[config.mk]
export PLATFORM = sky130hd
export DESIGN_NAME = lap3_cell
export DESIGN_NICKNAME = d
export VERILOG_FILES = /design/src/rtl/core/lap3_pkg.sv /design/src/rtl/core/lap3_cell.sv
export SDC_FILE = /design/constraint.sdc
export NUM_CORES = 1
export LEC_CHECK = 0
export BUFFER_PORTS_ARGS = -buffer_cell sky130_fd_sc_hd__buf_2
export CELL_PAD_IN_SITES_DETAIL_PLACEMENT = 1
export CELL_PAD_IN_SITES_GLOBAL_PLACEMENT = 1
export CORE_UTILIZATION = 35
export DETAILED_ROUTE_END_ITERATION = 16
export PLACE_DENSITY_LB_ADDON = 0.1
export SLEW_MARGIN = 5
export SYNTH_ARGS = -nofsm -noshare
export SYNTH_HDL_FRONTEND = slang
export SYNTH_SLANG_ARGS = --single-unit
[constraint.sdc]
create_clock -name clk_i -period 5.3 [get_ports clk_i]
set_input_delay 0.265 -clock clk_i [delete_from_list [all_inputs] [get_ports clk_i]]
set_output_delay 0.265 -clock clk_i [all_outputs]
set_load 0.01 [all_outputs]
[src/rtl/core/lap3_pkg.sv]
`default_nettype none
package lap3_pkg;

  // Field and register widths
  localparam int unsigned PIX_W        = 8;
  localparam int unsigned WIDTH_REG_W  = 12;
  localparam int unsigned HEIGHT_REG_W = 13;
  localparam int unsigned ROW_W        = 12;
  localparam int unsigned CFG_DATA_W   = 13;
  localparam int unsigned CFG_IDX_W    = 1;

  // Frame geometry limits
  localparam int unsigned MIN_DIM    = 3;
  localparam int unsigned MAX_HEIGHT = 4096;
  localparam logic [WIDTH_REG_W-1:0]  WIDTH_RESET  = 12'd512;
  localparam logic [HEIGHT_REG_W-1:0] HEIGHT_RESET = 13'd512;

  // Arithmetic widths: column sum of three pixels, window total, signed response
  localparam int unsigned COL_SUM_W = 10;
  localparam int unsigned TOTAL_W   = 12;
  localparam int unsigned ACC_W     = 12;
  localparam logic [PIX_W-1:0] SAT_MAX = 8'd255;

  // Output queue
  localparam int unsigned OUT_DEPTH = 8;
  localparam int unsigned OUT_PTR_W = 3;
  localparam int unsigned OUT_CNT_W = 4;

  typedef logic [PIX_W-1:0] pix_t;

  // One window column: rows r-2, r-1, r
  typedef struct packed {
    pix_t top;
    pix_t mid;
    pix_t bot;
  } col_t;

  // Per-word control carried down the pipeline
  typedef struct packed {
    logic emit;
    logic frame_last;
  } flags_t;

  typedef struct packed {
    logic frame_last;
    pix_t edge_value;
  } out_word_t;

  typedef enum logic [CFG_IDX_W-1:0] {
    REG_IMAGE_WIDTH  = 1'b0,
    REG_IMAGE_HEIGHT = 1'b1
  } cfg_reg_e;

endpackage
`default_nettype wire

[src/rtl/core/lap3_cell.sv]
`default_nettype none
module lap3_cell
  import lap3_pkg::*;
(
  input  wire                    clk_i,
  input  wire                    shift_i,
  input  wire col_t              col_i,
  output col_t                   col_o,
  output logic [COL_SUM_W-1:0]   col_sum_o
);

  col_t col_q;

  // Take the neighbor's column on every shift
  always_ff @(posedge clk_i) begin
    if (shift_i) begin
      col_q <= col_i;
    end
  end

  assign col_o = col_q;

  // Column sum feeds the window total
  assign col_sum_o = COL_SUM_W'(col_q.top) + COL_SUM_W'(col_q.mid) + COL_SUM_W'(col_q.bot);

endmodule
`default_nettype wire

# Word level (Yosys, flattened, before mapping)
# Index checks and enable logic that the tools add are counted.
# totals
regBits,24
inputBits,26
output_inout_bits,34
wordCells,5
# op_classes
addsub,2
# op_table
cell,count
$add A9 B8 Y10,1
$add A8 B8 Y9,1

# Logic depth before layout (Yosys ltp)
# logic_depth
depth_word,2
depth_mapped,9
depth_no_buf,9

# Worst setup path before layout
# Ideal clock, no wire load.
# synth_path
kind,register to output
startpoint,register col_q (netlist bit col_o[1])
endpoint,output port col_sum_o[7]
arrival_time_ns,2.183
required_time_ns,5.035
path_slack_ns,2.852
path_stages_with_launch,8
path_buffers,0
cell_sequence,edfxtp_1 > fa_1 > ha_1 > fa_1 > a21oi_1 > nor2b_1 > a31oi_1 > xnor2_1
# synth_between
elab_chain_cells,1
# synth_rtl
item,line_no,rtl
"start, declared",lap3_cell.sv:12,col_t col_q;
"start signal, assigned",lap3_cell.sv:17,col_q <= col_i;
$add A9 B8 Y10,lap3_cell.sv:24,assign col_sum_o = COL_SUM_W'(col_q.top) + COL_SUM_W'(col_q.mid) + COL_SUM_W'(col_q.bot);
"end, declared",lap3_cell.sv:9,output logic [COL_SUM_W-1:0] col_sum_o
# Every way passes these cells.

# Worst setup path after layout
# Ends and elaborated chain as after synthesis.

==> results <==
- The library cell used as clock root buffer is sky130_fd_sc_hd__clkbuf_4.
- The area share of the leading cell type in the synthesized netlist is 59.2%.
- For this run, the leading register cell type out of synthesis is sky130_fd_sc_hd__edfxtp_1.
- In this run the standard cell core region covers 3340 um^2.
- The total global routing track utilization is 13.5%.
- For this run, the register share of the synthesized area comes to 59.2%.
- The maximum level of the CTS H-tree is 1.
- The standard-cell row count is 21.
- The capturing element type of the critical path is an output port.
- The number of I/O pins is 60.
- The kind of cell with the highest combined delay along the critical path is adder cells.
- The number of design rule violations left after detail routing is 0.
- The die covers 3720 um^2.
- Synthesis produced a netlist with a net count of 119.
- Data on the critical path arrives at its endpoint at 2720 ps.
- Among all stages on the critical path, the largest delay is contributed by sky130_fd_sc_hd__fa_1.
- The number of CTS-inserted buffers is 3.
- The register with the most flip-flops in the layout has 24 of them.
- In this run the deepest clock path goes through 2 buffers.
- Before antenna repair, the detailed router went through 3 iterations.
- The post-synthesis area per instance is 15.8 um^2.
- The tightest min-delay check is of the in2reg type.
- Counting every instance in the synthesized netlist gives 77.
- By startpoint and endpoint, the worst setup path is classified as reg2out.
- Entering global routing, the biggest net connects 25 pins.
- Traced cell by cell, the critical path runs through fa_1, ha_1, fa_1, a21oi_1, nor2b_1, a31oi_1, xnor2_1, buf_2.
- The critical path starts at col_o[1]$_DFFE_PP_.
- The number of different library cells used by synthesis comes to 23.
- The detailed router finished its first iteration with 8 violations.
- The pin slew with the least headroom to its limit is 514 ps.
- On the final layout, the worst hold slack is 120 ps.
- The final count of hold timing violations is 0.
- Clock-pin slew was measured on the worst setup and hold paths at 130 ps.
- The floorplan step set the die height to 61.0 um.
- The mean routed wirelength per cell is 12.0 um.
- The die is 61.0 um wide.
- STA classifies the critical path startpoint as a flip-flop.
- The power density relative to cell area is 341 nW/um^2.
- Setup repair after global routing left no endpoint under its margin.
- Sorting the synthesized cells by how often they occur yields sky130_fd_sc_hd__edfxtp_1 (24), sky130_fd_sc_hd__fa_1 (9), sky130_fd_sc_hd__inv_1 (9).
- The first-pass GRT wire length is 3510 um.
- The average via count per standard cell is 4.47.
- The overall routed net length is 2240 um.
- 0 antenna diodes ended up in the layout.
- The detailed-route via count is 832.
- The number of routed nets with antenna violations is 0.
- The cell repeated most along the worst path is sky130_fd_sc_hd__fa_1.
- By area the synthesized netlist is led by sky130_fd_sc_hd__edfxtp_1 (59%), sky130_fd_sc_hd__fa_1 (15%), sky130_fd_sc_hd__ha_1 (7.2%).
- Setup total negative slack on the finished layout was measured at 0 ps.
- The total clock sinks is 24.
- The final RePlAce weighted congestion is 0.720.
- The cell taking the most area after synthesis is sky130_fd_sc_hd__edfxtp_1.
- The HPWL after detailed placement is 1890 um.
- In this run, post-CTS hold repair placed 0 buffers.
- The number of max-cap violations is 0.
- Together, buffers and inverters on the worst path number 1.
- Headroom to the max-slew limit came out at 65.7%.
- The number of nets in the finished design is 183.
- TritonCTS built the clock tree.
- The post-synthesis async set-or-reset flop share is 0%.
- The total setup violations reported at the end of the flow is 0.
- The count of input and output buffers is 59.
- The most numerous cell in the Yosys netlist is sky130_fd_sc_hd__edfxtp_1.
- The number of buffers added for setup after CTS is 0.
- The maximum fanout along the worst path is 3.
- The flow ran to the end, and the final reports show no timing, DRC or antenna violations.
- The static leakage power is 0.718 nW.
- Cells with a size suffix above 1 make up 46.4% of the layout.
- The worst path meets setup with 2310 ps of slack.
- The count of instances resized after the clock tree is built is 0.
- The final count of pins violating max slew was 0.
- Data on the critical path is required at its endpoint by 5040 ps.
- The synthesis warning total is 0.
- The number of global-route vias before repair is 824.
- Of the available clock period, the critical path in the final layout requires 56.4%.
- The pre-CTS setup slack is 2670 ps.
- The startpoint of the tightest hold check path is col_i[0].
- The effective utilization at floorplan is 36.5%.
- The area growth from synthesis to layout is 31.1%.
- The clock period could shrink to 2990 ps.
- Fill cells in the final layout number 392.
- Summing every instance area after synthesis gives 1220 um^2.
- The overall overflow remaining after global route is 0.
- Across the VDD grid, the largest voltage drop is 0.130 mV.
- The number of synthesized flops with an enable pin is 24.
- Timing would allow up to 0.334 GHz.
- The largest single stage delay on the critical path is 490 ps.
- The number of antenna violations at the first check in global routing is 0.
- The count of state elements after synthesis is 24.
==> final timing paths <==
kind                                  to  depth (start not counted)
worst min-delay path  col_o[0]$_DFFE_PP_                          1
worst max-delay path        col_sum_o[7]                          8
==> cell usage in the layout (no fill, tap or decap), types with 2 or more instances in the layout <==
cell type | synthesis | final
sky130_fd_sc_hd__xnor2_1 | 4 | 4
sky130_fd_sc_hd__nor2_1 | 2 | 2
sky130_fd_sc_hd__a21oi_1 | 3 | 3
sky130_fd_sc_hd__buf_2 | 0 | 59
sky130_fd_sc_hd__clkbuf_4 | 0 | 3
sky130_fd_sc_hd__a211oi_1 | 2 | 2
sky130_fd_sc_hd__fa_1 | 9 | 9
sky130_fd_sc_hd__inv_1 | 9 | 9
sky130_fd_sc_hd__o21bai_1 | 2 | 2
sky130_fd_sc_hd__ha_1 | 7 | 7
sky130_fd_sc_hd__edfxtp_1 | 24 | 24
sky130_fd_sc_hd__nand2_1 | 2 | 2
==> through the flow <==
stage                     utilization, %  instance area (um^2)  total power, mW  cells
after detailed placement            47.1                  1570            0.475    182
after global routing                47.8                  1600            0.587    186
after global placement              47.1                  1570            0.468    182
after CTS                           47.8                  1600            0.554    186
after floorplan                        -                  1220            0.387     77
final                               47.8                  1600            0.544    186
==> per-layer routing <==
layer	wire length [um]	share of wire, %	vias up	track usage (%)
met5	0	0	-	0
met4	45	2.0	0	6.82
met3	134	6.0	4	3.20
met2	1140	51	29	23.7
met1	916	41	398	15.2
li1	-	-	401	-
==> power by group <==
group          internal [mW]  leakage (nW)  switching (mW)  total [mW]
Combinational          0.106         0.467           0.124       0.230
Clock                 0.0275        0.0154          0.0504      0.0779
Sequential             0.226         0.235         0.00962       0.236
Total                  0.360         0.718           0.184       0.544
==> area by class of cell <==
class,count,area (um^2),share of cell area (%)
timing repair buffer,59,295,18.5
multi-input combinational,44,463,29.0
inverter,9,33.8,2.12
tap,46,57.6,3.61
clock inverter,1,3.75,0.235
clock buffer,3,22.5,1.41
sequential,24,721,45.1
==> logic make-up (layout without fill, tap and decap cells) <==
logic type	Yosys count	count (layout)	share of synthesized area (%)
xor+xnor	5	5	3.60
fa+ha+maj	16	16	22.0
buf+inv	9	72	2.77
compound gates	12	12	6.78
flops	24	24	59.2
simple gates	11	11	5.65
(Power assumes the default switching activity.)
