**src/rtl/core/lap3_pkg.sv**
```systemverilog
`default_nettype none
package lap3_pkg;

  // Field and register widths
  localparam int unsigned PIX_W        = 8;
  localparam int unsigned WIDTH_REG_W  = 12;
  localparam int unsigned HEIGHT_REG_W = 13;
  localparam int unsigned ROW_W        = 12;
  localparam int unsigned CFG_DATA_W   = 13;
  localparam int unsigned CFG_IDX_W    = 1;

  // Frame geometry limits
  localparam int unsigned MIN_DIM    = 3;
  localparam int unsigned MAX_HEIGHT = 4096;
  localparam logic [WIDTH_REG_W-1:0]  WIDTH_RESET  = 12'd512;
  localparam logic [HEIGHT_REG_W-1:0] HEIGHT_RESET = 13'd512;

  // Arithmetic widths: column sum of three pixels, window total, signed response
  localparam int unsigned COL_SUM_W = 10;
  localparam int unsigned TOTAL_W   = 12;
  localparam int unsigned ACC_W     = 12;
  localparam logic [PIX_W-1:0] SAT_MAX = 8'd255;

  // Output queue
  localparam int unsigned OUT_DEPTH = 8;
  localparam int unsigned OUT_PTR_W = 3;
  localparam int unsigned OUT_CNT_W = 4;

  typedef logic [PIX_W-1:0] pix_t;

  // One window column: rows r-2, r-1, r
  typedef struct packed {
    pix_t top;
    pix_t mid;
    pix_t bot;
  } col_t;

  // Per-word control carried down the pipeline
  typedef struct packed {
    logic emit;
    logic frame_last;
  } flags_t;

  typedef struct packed {
    logic frame_last;
    pix_t edge_value;
  } out_word_t;

  typedef enum logic [CFG_IDX_W-1:0] {
    REG_IMAGE_WIDTH  = 1'b0,
    REG_IMAGE_HEIGHT = 1'b1
  } cfg_reg_e;

endpackage
`default_nettype wire

```
**src/rtl/core/lap3_out_fifo.sv**
```systemverilog
`default_nettype none
module lap3_out_fifo
  import lap3_pkg::*;
(
  input  wire                   clk_i,
  input  wire                   rst_ni,
  input  wire                   wr_en_i,
  input  wire out_word_t        wr_data_i,
  input  wire                   rd_en_i,
  output logic                  rd_valid_o,
  output out_word_t             rd_data_o,
  output logic [OUT_CNT_W-1:0]  count_o
);

  out_word_t            mem_q [OUT_DEPTH];
  logic [OUT_PTR_W-1:0] wr_ptr_q, wr_ptr_d;
  logic [OUT_PTR_W-1:0] rd_ptr_q, rd_ptr_d;
  logic [OUT_CNT_W-1:0] count_q, count_d;
  logic                 pop;

  assign pop = rd_en_i && (count_q != '0);

  // Advance pointers and occupancy
  always_comb begin
    wr_ptr_d = wr_ptr_q;
    rd_ptr_d = rd_ptr_q;
    count_d  = count_q;
    if (wr_en_i) begin
      wr_ptr_d = wr_ptr_q + 1'b1;
    end
    if (pop) begin
      rd_ptr_d = rd_ptr_q + 1'b1;
    end
    case ({wr_en_i, pop})
      2'b10:   count_d = count_q + 1'b1;
      2'b01:   count_d = count_q - 1'b1;
      default: count_d = count_q;
    endcase
  end

  always_ff @(posedge clk_i or negedge rst_ni) begin
    if (!rst_ni) begin
      wr_ptr_q <= '0;
      rd_ptr_q <= '0;
      count_q  <= '0;
    end else begin
      wr_ptr_q <= wr_ptr_d;
      rd_ptr_q <= rd_ptr_d;
      count_q  <= count_d;
    end
  end

  // Store the incoming word
  always_ff @(posedge clk_i) begin
    if (wr_en_i) begin
      mem_q[wr_ptr_q] <= wr_data_i;
    end
  end

  assign rd_valid_o = (count_q != '0);
  assign rd_data_o  = mem_q[rd_ptr_q];
  assign count_o    = count_q;

endmodule
`default_nettype wire

```
**config.mk**
```make
export PLATFORM = sky130hd
export DESIGN_NAME = lap3_out_fifo
export DESIGN_NICKNAME = d
export VERILOG_FILES = /design/src/rtl/core/lap3_pkg.sv /design/src/rtl/core/lap3_out_fifo.sv
export SDC_FILE = /design/constraint.sdc
export NUM_CORES = 1
export LEC_CHECK = 0
export ABC_AREA = 0
export BUFFER_PORTS_ARGS = -buffer_cell sky130_fd_sc_hd__buf_2
export CAP_MARGIN = 20
export CORE_UTILIZATION = 53
export CTS_CLUSTER_SIZE = 12
export DETAILED_ROUTE_END_ITERATION = 7
export PLACE_DENSITY = 0.84
export SLEW_MARGIN = 25
export SYNTH_ARGS = -nofsm -noshare
export SYNTH_HDL_FRONTEND = slang
export SYNTH_SLANG_ARGS = --single-unit
```
**constraint.sdc**
```tcl
create_clock -name clk_i -period 2.1 [get_ports clk_i]
set_input_delay 0.105 -clock clk_i [delete_from_list [all_inputs] [get_ports clk_i]]
set_output_delay 0.105 -clock clk_i [all_outputs]
set_load 0.01 [all_outputs]
```
# Yosys cells after proc, flatten, opt, wreduce, memory -nomap -nowiden
# Memory sizes are Yosys's and may differ from the RTL's.
# Index checks and enable logic that the tools add are counted.
# totals
mem_count	1
wordCells	16
out_inout_bits	14
ff_bits	10
mem_bits_rw	72
# classes
reduce_logical	3
add_sub_neg	4
n_eq_ne	2
mux	3
# mem_list
memory	words	width	read_ports	rd_ports_with_merged_regs	write_ports	line	text
mem_q	8	9	1	0	1	lap3_out_fifo.sv:15	out_word_t mem_q [OUT_DEPTH];
# ops
cell	n
case mux 4 bit (2 select lines)	1
adder 3 x 1 -> 3 bit (second input constant)	2
adder 4 x 1 -> 4 bit (second input constant)	1
nonzero test 4 bit	1
subtractor 4 x 1 -> 4 bit (second input constant)	1
equality test 2 x 1 -> 1 bit (second input constant)	1
equality test 2 bit (second input constant)	1
two-way mux 1 bit	2
nonzero test 2 bit	1
logical AND 1 bit	1

# Longest topological paths before layout
# Gate-level depths: netlist of the first run.
# logic_depth
word_depth	4
depth_mapped	10

# Worst setup path after synthesis of the first run
# OpenSTA, ideal clock, no wires.
# synth_path
kind	flip-flop to flip-flop
startpoint	register count_q[1] (netlist: count_o[1])
endpoint	register count_q[2] (netlist: count_o[2])
stages_incl_launch_ff	11
path_buffers	0
t_arrival_ps	2263
setup_slack_ps	-293
required_ps	1970
cell_sequence	dfrtp_1 -> or4_4 -> nand2_1 -> inv_1 -> ha_1 -> xor2_1 -> ha_1 -> a21oi_1 -> xor2_1 -> nor2_1 -> xor2_1
# synth_via
elab_chain_cells	4
word_cells_on_any_way	8
classes_between	2 x add/sub; 2 x eq/ne; 1 x mux; 3 x reduce/logical
# synth_rtl
element	line	text
start, declared	lap3_out_fifo.sv:18	logic [OUT_CNT_W-1:0] count_q, count_d;
start signal, assigned	lap3_out_fifo.sv:49	count_q <= count_d;
nonzero test 4 bit *	-	
named net rd_valid_o	lap3_out_fifo.sv:10	output logic rd_valid_o,
logical AND 1 bit *	lap3_out_fifo.sv:21	assign pop = rd_en_i && (count_q != '0);
equality test 2 x 1 -> 1 bit or equality test 2 bit (tied branches)	lap3_out_fifo.sv:34	case ({wr_en_i, pop})
case mux 4 bit (2 select lines) or nonzero test 2 bit (tied branches)	-	
# The timed path passes the listed nets; every way through them passes the cells marked *.
# A chain may end at the register's enable or synchronous reset.

# Worst setup path in the final report of the first run
# layout_path
startpoint	register count_q[1] (netlist: count_o[1])
endpoint	register count_q[2] (netlist: count_o[2])
# layout_via
elab_chain_cells	4
word_cells_on_any_way	8
classes_between	2 x add/sub; 2 x eq/ne; 1 x mux; 3 x reduce/logical
# layout_rtl
element
parallel branches: the longest is 4 deep, another holds subtractor 4 x 1 -> 4 bit
# Several ways; the timed one is not identified.

==> results.cfg, run 1 <==
[run_status]
status = finished, violations left
violations = setup timing

[final_layout]
antenna_cells = 0
final_util_pct = 65.5
final_cell_area_sq_um = 3950
fin_cells = 288
nFillCells = 403
area_growth_pct = 17.8
regArea_sq_um = 2420
multi_input_area_sq_um = 947
drive_gt1_share_pct = 42.3
layout.nets = 227

[die]
die_h_um = 81.5
start_util_pct = 55.6
num_rows = 28
io_pins = 27
die_w_um = 81.5
core-area_sq_um = 6030
dieArea_sq_um = 6650

[clock_network]
tritoncts = built
cts_root_buf = clkbuf_8
clock_path_buffers = 2
cts.sinks = 82
clk_latency_ns = 0.34
htreeDepth = 3
clkTransAtPathRegs_ns = 0.07
cts_inserted_buffers = 9

[timing]
skew_ns = 0.00523
tightest_slew_ns = 0.678
max_slew_margin_pct = 54.8
fmax_mhz = 460
setup_viol = 2
whs_ns = 0.0224
timing.final.ws_setup_ns = -0.0741
period_needed_ns = 2.17
min_period_over_period_pct = 104
rsz0062_at_grt = true
hold_viol_final = 0
slew_viol_final = 0

[routing]
finalWirelength_um = 5990
vias_per_cell = 5.70
wire_per_inst_um = 20.8
route.detailed.drc = 0
num_vias = 1642
drtAntennaViolNets = 0
first_iter_violations = 98
firstDrtPassIters = 4

[yosys]
synth_cell_type_count = 26
synth_area_leader_cell = edfxtp_1
syn_avg_cell_area_sq_um = 21.2
synth_ff_type = edfxtp_1
synth.net_count = 176
synth-edff-count = 72
ys_seq_elements = 82
synth.area.top_cells = edfxtp_1, dfrtp_1, mux4_1, mux4_2, mux2_4
synth.top_cell.area_share_pct = 64.5
syn_inst = 158
synthArstFlopShare_pct = 12.2
synth_most_common_cell = edfxtp_1
synth_area_sq_um = 3350
yosys-top-cells-count = edfxtp_1, dfrtp_1, mux2_4, mux4_1, mux4_2
yosys_warnings = 0
ys_seq_area_share_pct = 71.9

[place]
placedCellCount = 270
gp_congestion = 0.804
io_buffer_count = 26
dpl.hpwl_um = 3800
placed_cell_area_sq_um = 3690

[power_and_ir_drop]
p_total_mw = 5.27
power.density_nw_per_um2 = 1330
power.leakage_nw = 1.44
vdd_drop_max_mv = 0.696

[run]
cap_violations = 0

[worst_hold_path]
hp-class = in -> reg

[setup_path]
cp-start-kind = flop
crit_arrival_ns = 2.39
crit_fanout = 2
worst_ep_required_time_ns = 2.32
path_class = reg -> reg
cp-end-kind = flop

[global_routing]
grtUsageTotal_pct = 19.6
grt-ovfl-total = 0
grt_start_max_net_pins = 21
grt_pass1_wl_um = 8720
grt_pass1_vias = 1678
antenna_found_initial = 0
==> critical path: stages, from the launching register on <==
cell,delay [ns]
dfrtp_2,0.40
or4_4,0.55
nand2_4,0.09
inv_4,0.05
ha_4,0.15
xor2_1,0.14
ha_2,0.18
a21oi_2,0.11
xor2_1,0.17
nor2_1,0.07
xor2_1,0.15
==> path summary, 6_finish.rpt <==
check                               to  cells after the start         from  slack [ns]
hold / removal             wr_ptr_q[0]                      2      wr_en_i        0.02
setup / recovery            count_o[2]                     10   count_o[1]       -0.07
min in group asynchronous  rd_ptr_q[2]                      2       rst_ni        0.15
setup reg to reg            count_o[2]                     10   count_o[1]       -0.07
max in group asynchronous   count_o[0]                      2       rst_ni        1.74
hold reg to reg            wr_ptr_q[0]                      1  wr_ptr_q[0]        0.51
==> report_power, final <==
group / switching, mW / total [mW] / leakage (nW) / internal (mW)
clock: 0.501 / 1.04 / 0.0906 / 0.536
sequential: 0.263 / 2.36 / 0.767 / 2.10
combinational: 0.799 / 1.87 / 0.581 / 1.07
total: 1.56 / 5.27 / 1.44 / 3.71
==> stage by stage <==
step | worst slack (ns) | setup TNS, ns
after floorplan | -0.103 | -0.182
after global placement | 0.0356 | 0
after detailed placement | -0.152 | -0.240
after CTS | -0.0968 | -0.191
after global routing | -0.160 | -0.319
final | -0.0741 | -0.140
==> logic make-up after synthesis <==
family | Yosys count | synth area share, %
flops | 82 | 71.9
mux | 31 | 18.4
simple gates | 21 | 3.17
xor+xnor | 9 | 2.35
buf+inv | 7 | 1.57
fa+ha+maj | 5 | 1.87
compound gates | 3 | 0.672
==> layout make-up <==
class,instances,area share [%]
inverter,2,0.253
timing repair buffer,45,7.73
clock buffer,11,3.33
clock inverter,4,1.11
multi-input combinational,69,24.0
tap,75,2.38
sequential,82,61.2
==> cell usage in the layout, fill, tap and decap left out <==
cell           Yosys  routed
nor2b_1            1       1
xnor2_1            4       4
mux2_4             9       9
a41oi_1            1       1
mux2i_1            1       1
inv_4              0       1
clkinv_2           0       2
mux2_2             3       3
dfrtp_2            0       4
o41ai_1            1       1
clkbuf_8           0       9
buf_4              0      16
xor2_1             5       5
or4_4              1       1
ha_1               5       2
ha_2               0       1
ha_4               0       2
clkbuf_1           1       2
bufinv_16          0       1
mux4_2             9       9
nand2b_1           3       3
clkbuf_16          0       1
inv_1              2       1
edfxtp_1          72      72
mux4_1             9       9
nand3_1            1       1
buf_2              2      26
clkinv_1           0       1
nand2_1            4       3
nor2_1             7       7
nor3_2             0       1
buf_12             1       1
dlygate4sd3_1      0       1
a21oi_2            0       1
dfrtp_1           10       6
nor3_1             3       2
nor4b_4            0       1
nand2_4            0       1
==> registers in the layout (all words and copies together), names as in the netlist <==
name	count
mem_q	72
count_o	4
rd_ptr_q	3
wr_ptr_q	3
==> layer usage <==
layer	share of wire (%)	wire, um	GRT usage, %	vias up
li1	-	-	-	742
met1	40	2410	23.4	839
met2	55	3270	33.0	51
met3	3.5	209	5.78	10
met4	1.6	97	8.75	0
met5	0	0	0	-
==> what timing repair did <==
action / CTS / global route
gates resized for setup: 4 / 4
gates cloned: 0 / 1
endpoints found under the setup margin: 11 / 4
buffers inserted: 1 / 0
pin swaps: 2 / 1
hold endpoints to repair: 10 / 0
hold buffers: 1 / 0
No activity file was read; power rests on OpenSTA's default activity.
==> run 2, diff against run 1 <==
Settings changed: CORE_ASPECT_RATIO set to 1.2.
==> run 2 against run 1 <==
  * The run still ends with setup timing left
  * Largest cell class unchanged
  * Combinational power hardly changed
  * Worst setup slack better by 0.038 ns
  * Cell count is 3.8% higher
  * Routed wire length is 7.6% lower
  * Largest power group unchanged
  * Total power is 0.52% higher
  * Flip-flop and latch count stayed put
  * Design area is 0.19% higher
  * Worst hold slack worse by 0.0083 ns
  * Maximum frequency is 1.8% higher
  * Core utilization is 0.56 points lower
  * Sequential share of layout area is 0.15 points lower
  * Sequential power hardly changed
==> results.cfg, run 2 (synthesis gave the netlist of run 1 again) <==
[timing]
hold_viol_final = 0
setup_viol = 1
fmax_mhz = 468
skew_ns = 0.00758
period_needed_ns = 2.14
slew_viol_final = 0
min_period_over_period_pct = 102
timing.final.ws_setup_ns = -0.0365
rsz0062_at_grt = true
tightest_slew_ns = 0.631
max_slew_margin_pct = 57.9

[worst_hold_path]
min_to = wr_ptr_q[0]
hold_start = wr_en_i
hold_depth = 2
hp-class = in -> reg

[die]
io_pins = 27
core-area_sq_um = 6090
die_w_um = 74.6
start_util_pct = 55.1
dieArea_sq_um = 6650
die_h_um = 89.1
num_rows = 31

[global_routing]
grt_pass1_vias = 1634
grt-ovfl-total = 0
grt_start_max_net_pins = 21
antenna_found_initial = 0
grt_pass1_wl_um = 8130
grtUsageTotal_pct = 18.4

[final_layout]
layout_commonest_cell = edfxtp_1
layout.nets = 230
drive_gt1_share_pct = 48.4
largest_reg_flops = 72
largest-register = mem_q
nFillCells = 433
final_cell_area_sq_um = 3960
area_growth_pct = 18.0
final_cell_mix = edfxtp_1, buf_2, buf_4, mux4_2
antenna_cells = 0
fin_cells = 299

[run_status]
status = finished, violations left
violations = setup timing

[clock_network]
htreeDepth = 3
cts.sinks = 82
clkTransAtPathRegs_ns = 0.08
cts_inserted_buffers = 9
tritoncts = built
clock_path_buffers = 2
cts_root_buf = clkbuf_8
clk_latency_ns = 0.35

[setup_path]
crit_path_frequent_cell = xor2_1
reg2reg_to = count_o[2]
rr_worst_depth = 10
crit_arrival_ns = 2.38
r2r_start = count_o[0]
crit_fanout = 2
worst_ep_required_time_ns = 2.34
cp_slowest_cell = or4_4
critPathBufInv = 1
cp-end-kind = flop
crit_chain = or4_4 > nand2_4 > inv_4 > ha_4 > xor2_2 > ha_2 > a21oi_2 > xor2_1 > nor2_1 > xor2_1
path_class = reg -> reg
crit_path_max_incr_delay_ns = 0.55
cp_top_family = simple AND/OR/NAND/NOR gates
cp-start-kind = flop
reg2reg_slack_ns = -0.04

[routing]
first_iter_violations = 90
vias_per_cell = 5.44
finalWirelength_um = 5540
wire_per_inst_um = 18.5
firstDrtPassIters = 4
route.detailed.drc = 0
drtAntennaViolNets = 0
num_vias = 1627

[power_and_ir_drop]
vdd_drop_max_mv = 0.794
power.density_nw_per_um2 = 1340
power.leakage_nw = 1.42

[place]
placed_cell_area_sq_um = 3720
placedCellCount = 280
dpl.hpwl_um = 3500
gp_congestion = 0.756
io_buffer_count = 26

[run]
cap_violations = 0
[run 2: how the worst max path moves through the flow]
stage,depth (start not counted),slack [ns],startpoint,to
2_1_floorplan,10,-0.10,count_o[0],count_o[2]
3_3_place_gp,10,0.03,count_o[0],count_o[2]
3_5_place_dp,10,-0.01,count_o[0],count_o[2]
4_1_cts,10,0.0003,count_o[1],count_o[2]
5_1_grt,10,-0.11,count_o[0],count_o[2]
6_report,10,-0.04,count_o[0],count_o[2]
[run 2: cell type report]
type | count | area, sq um | area share, %
flip-flops and latches | 82 | 2420 | 61.1
multi-input cells | 69 | 923 | 23.3
repair buffers | 48 | 310 | 7.84
clock buffers | 10 | 128 | 3.23
well taps | 82 | 103 | 2.59
clock inverters | 6 | 66.3 | 1.68
inverters | 2 | 10.0 | 0.253
[run 2: routing by layer]
| layer | track usage (%) | part of all wire, % | vias up |
|---|---|---|---|
| li1 | - | - | 743 |
| met1 | 21.0 | 39 | 819 |
| met2 | 31.5 | 54 | 55 |
| met3 | 4.85 | 4.8 | 10 |
| met4 | 10.1 | 2.1 | 0 |
| met5 | 0 | 0 | - |
[run 2: what timing repair did]
action | 4_1_cts | 5_1_grt
setup endpoints to repair | 10 | 11
hold buffers | 1 | 0
endpoints found under the hold margin | 10 | 0
setup buffers | 1 | 1
pin swaps | 1 | 4
gates resized for setup | 1 | 14
[run 2: metrics by stage]
stage / setup WS [ns] / hold WS [ns] / TNS (ns) / util, % / total power, mW
finish: -0.0365 / 0.0141 / -0.0365 / 65.0 / 5.30
global route: -0.109 / 0.0192 / -0.157 / 65.0 / 5.60
CTS: 0.000281 / 0.0109 / 0 / 64.7 / 5.27
detailed placement: -0.00951 / -0.0177 / -0.00951 / 61.2 / 4.17
global placement: 0.0333 / -0.0216 / 0 / 61.2 / 4.10
floorplan: -0.103 / -0.191 / -0.182 / - / 3.59
[run 2: power breakdown]
| part | internal (mW) | switching, mW | leakage, nW |
|---|---|---|---|
| Combinational | 1.08 | 0.771 | 0.560 |
| Clock | 0.551 | 0.558 | 0.0889 |
| Sequential | 2.09 | 0.244 | 0.768 |
| Total | 3.72 | 1.57 | 1.42 |
[run 2: worst register-to-register path, stage by stage (launching register included)]
cell and delay [ns]:
dfrtp_2 0.40, or4_4 0.55, nand2_4 0.09, inv_4 0.05, ha_4 0.16, xor2_2 0.13, ha_2 0.18, a21oi_2 0.11
xor2_1 0.15, nor2_1 0.07, xor2_1 0.14
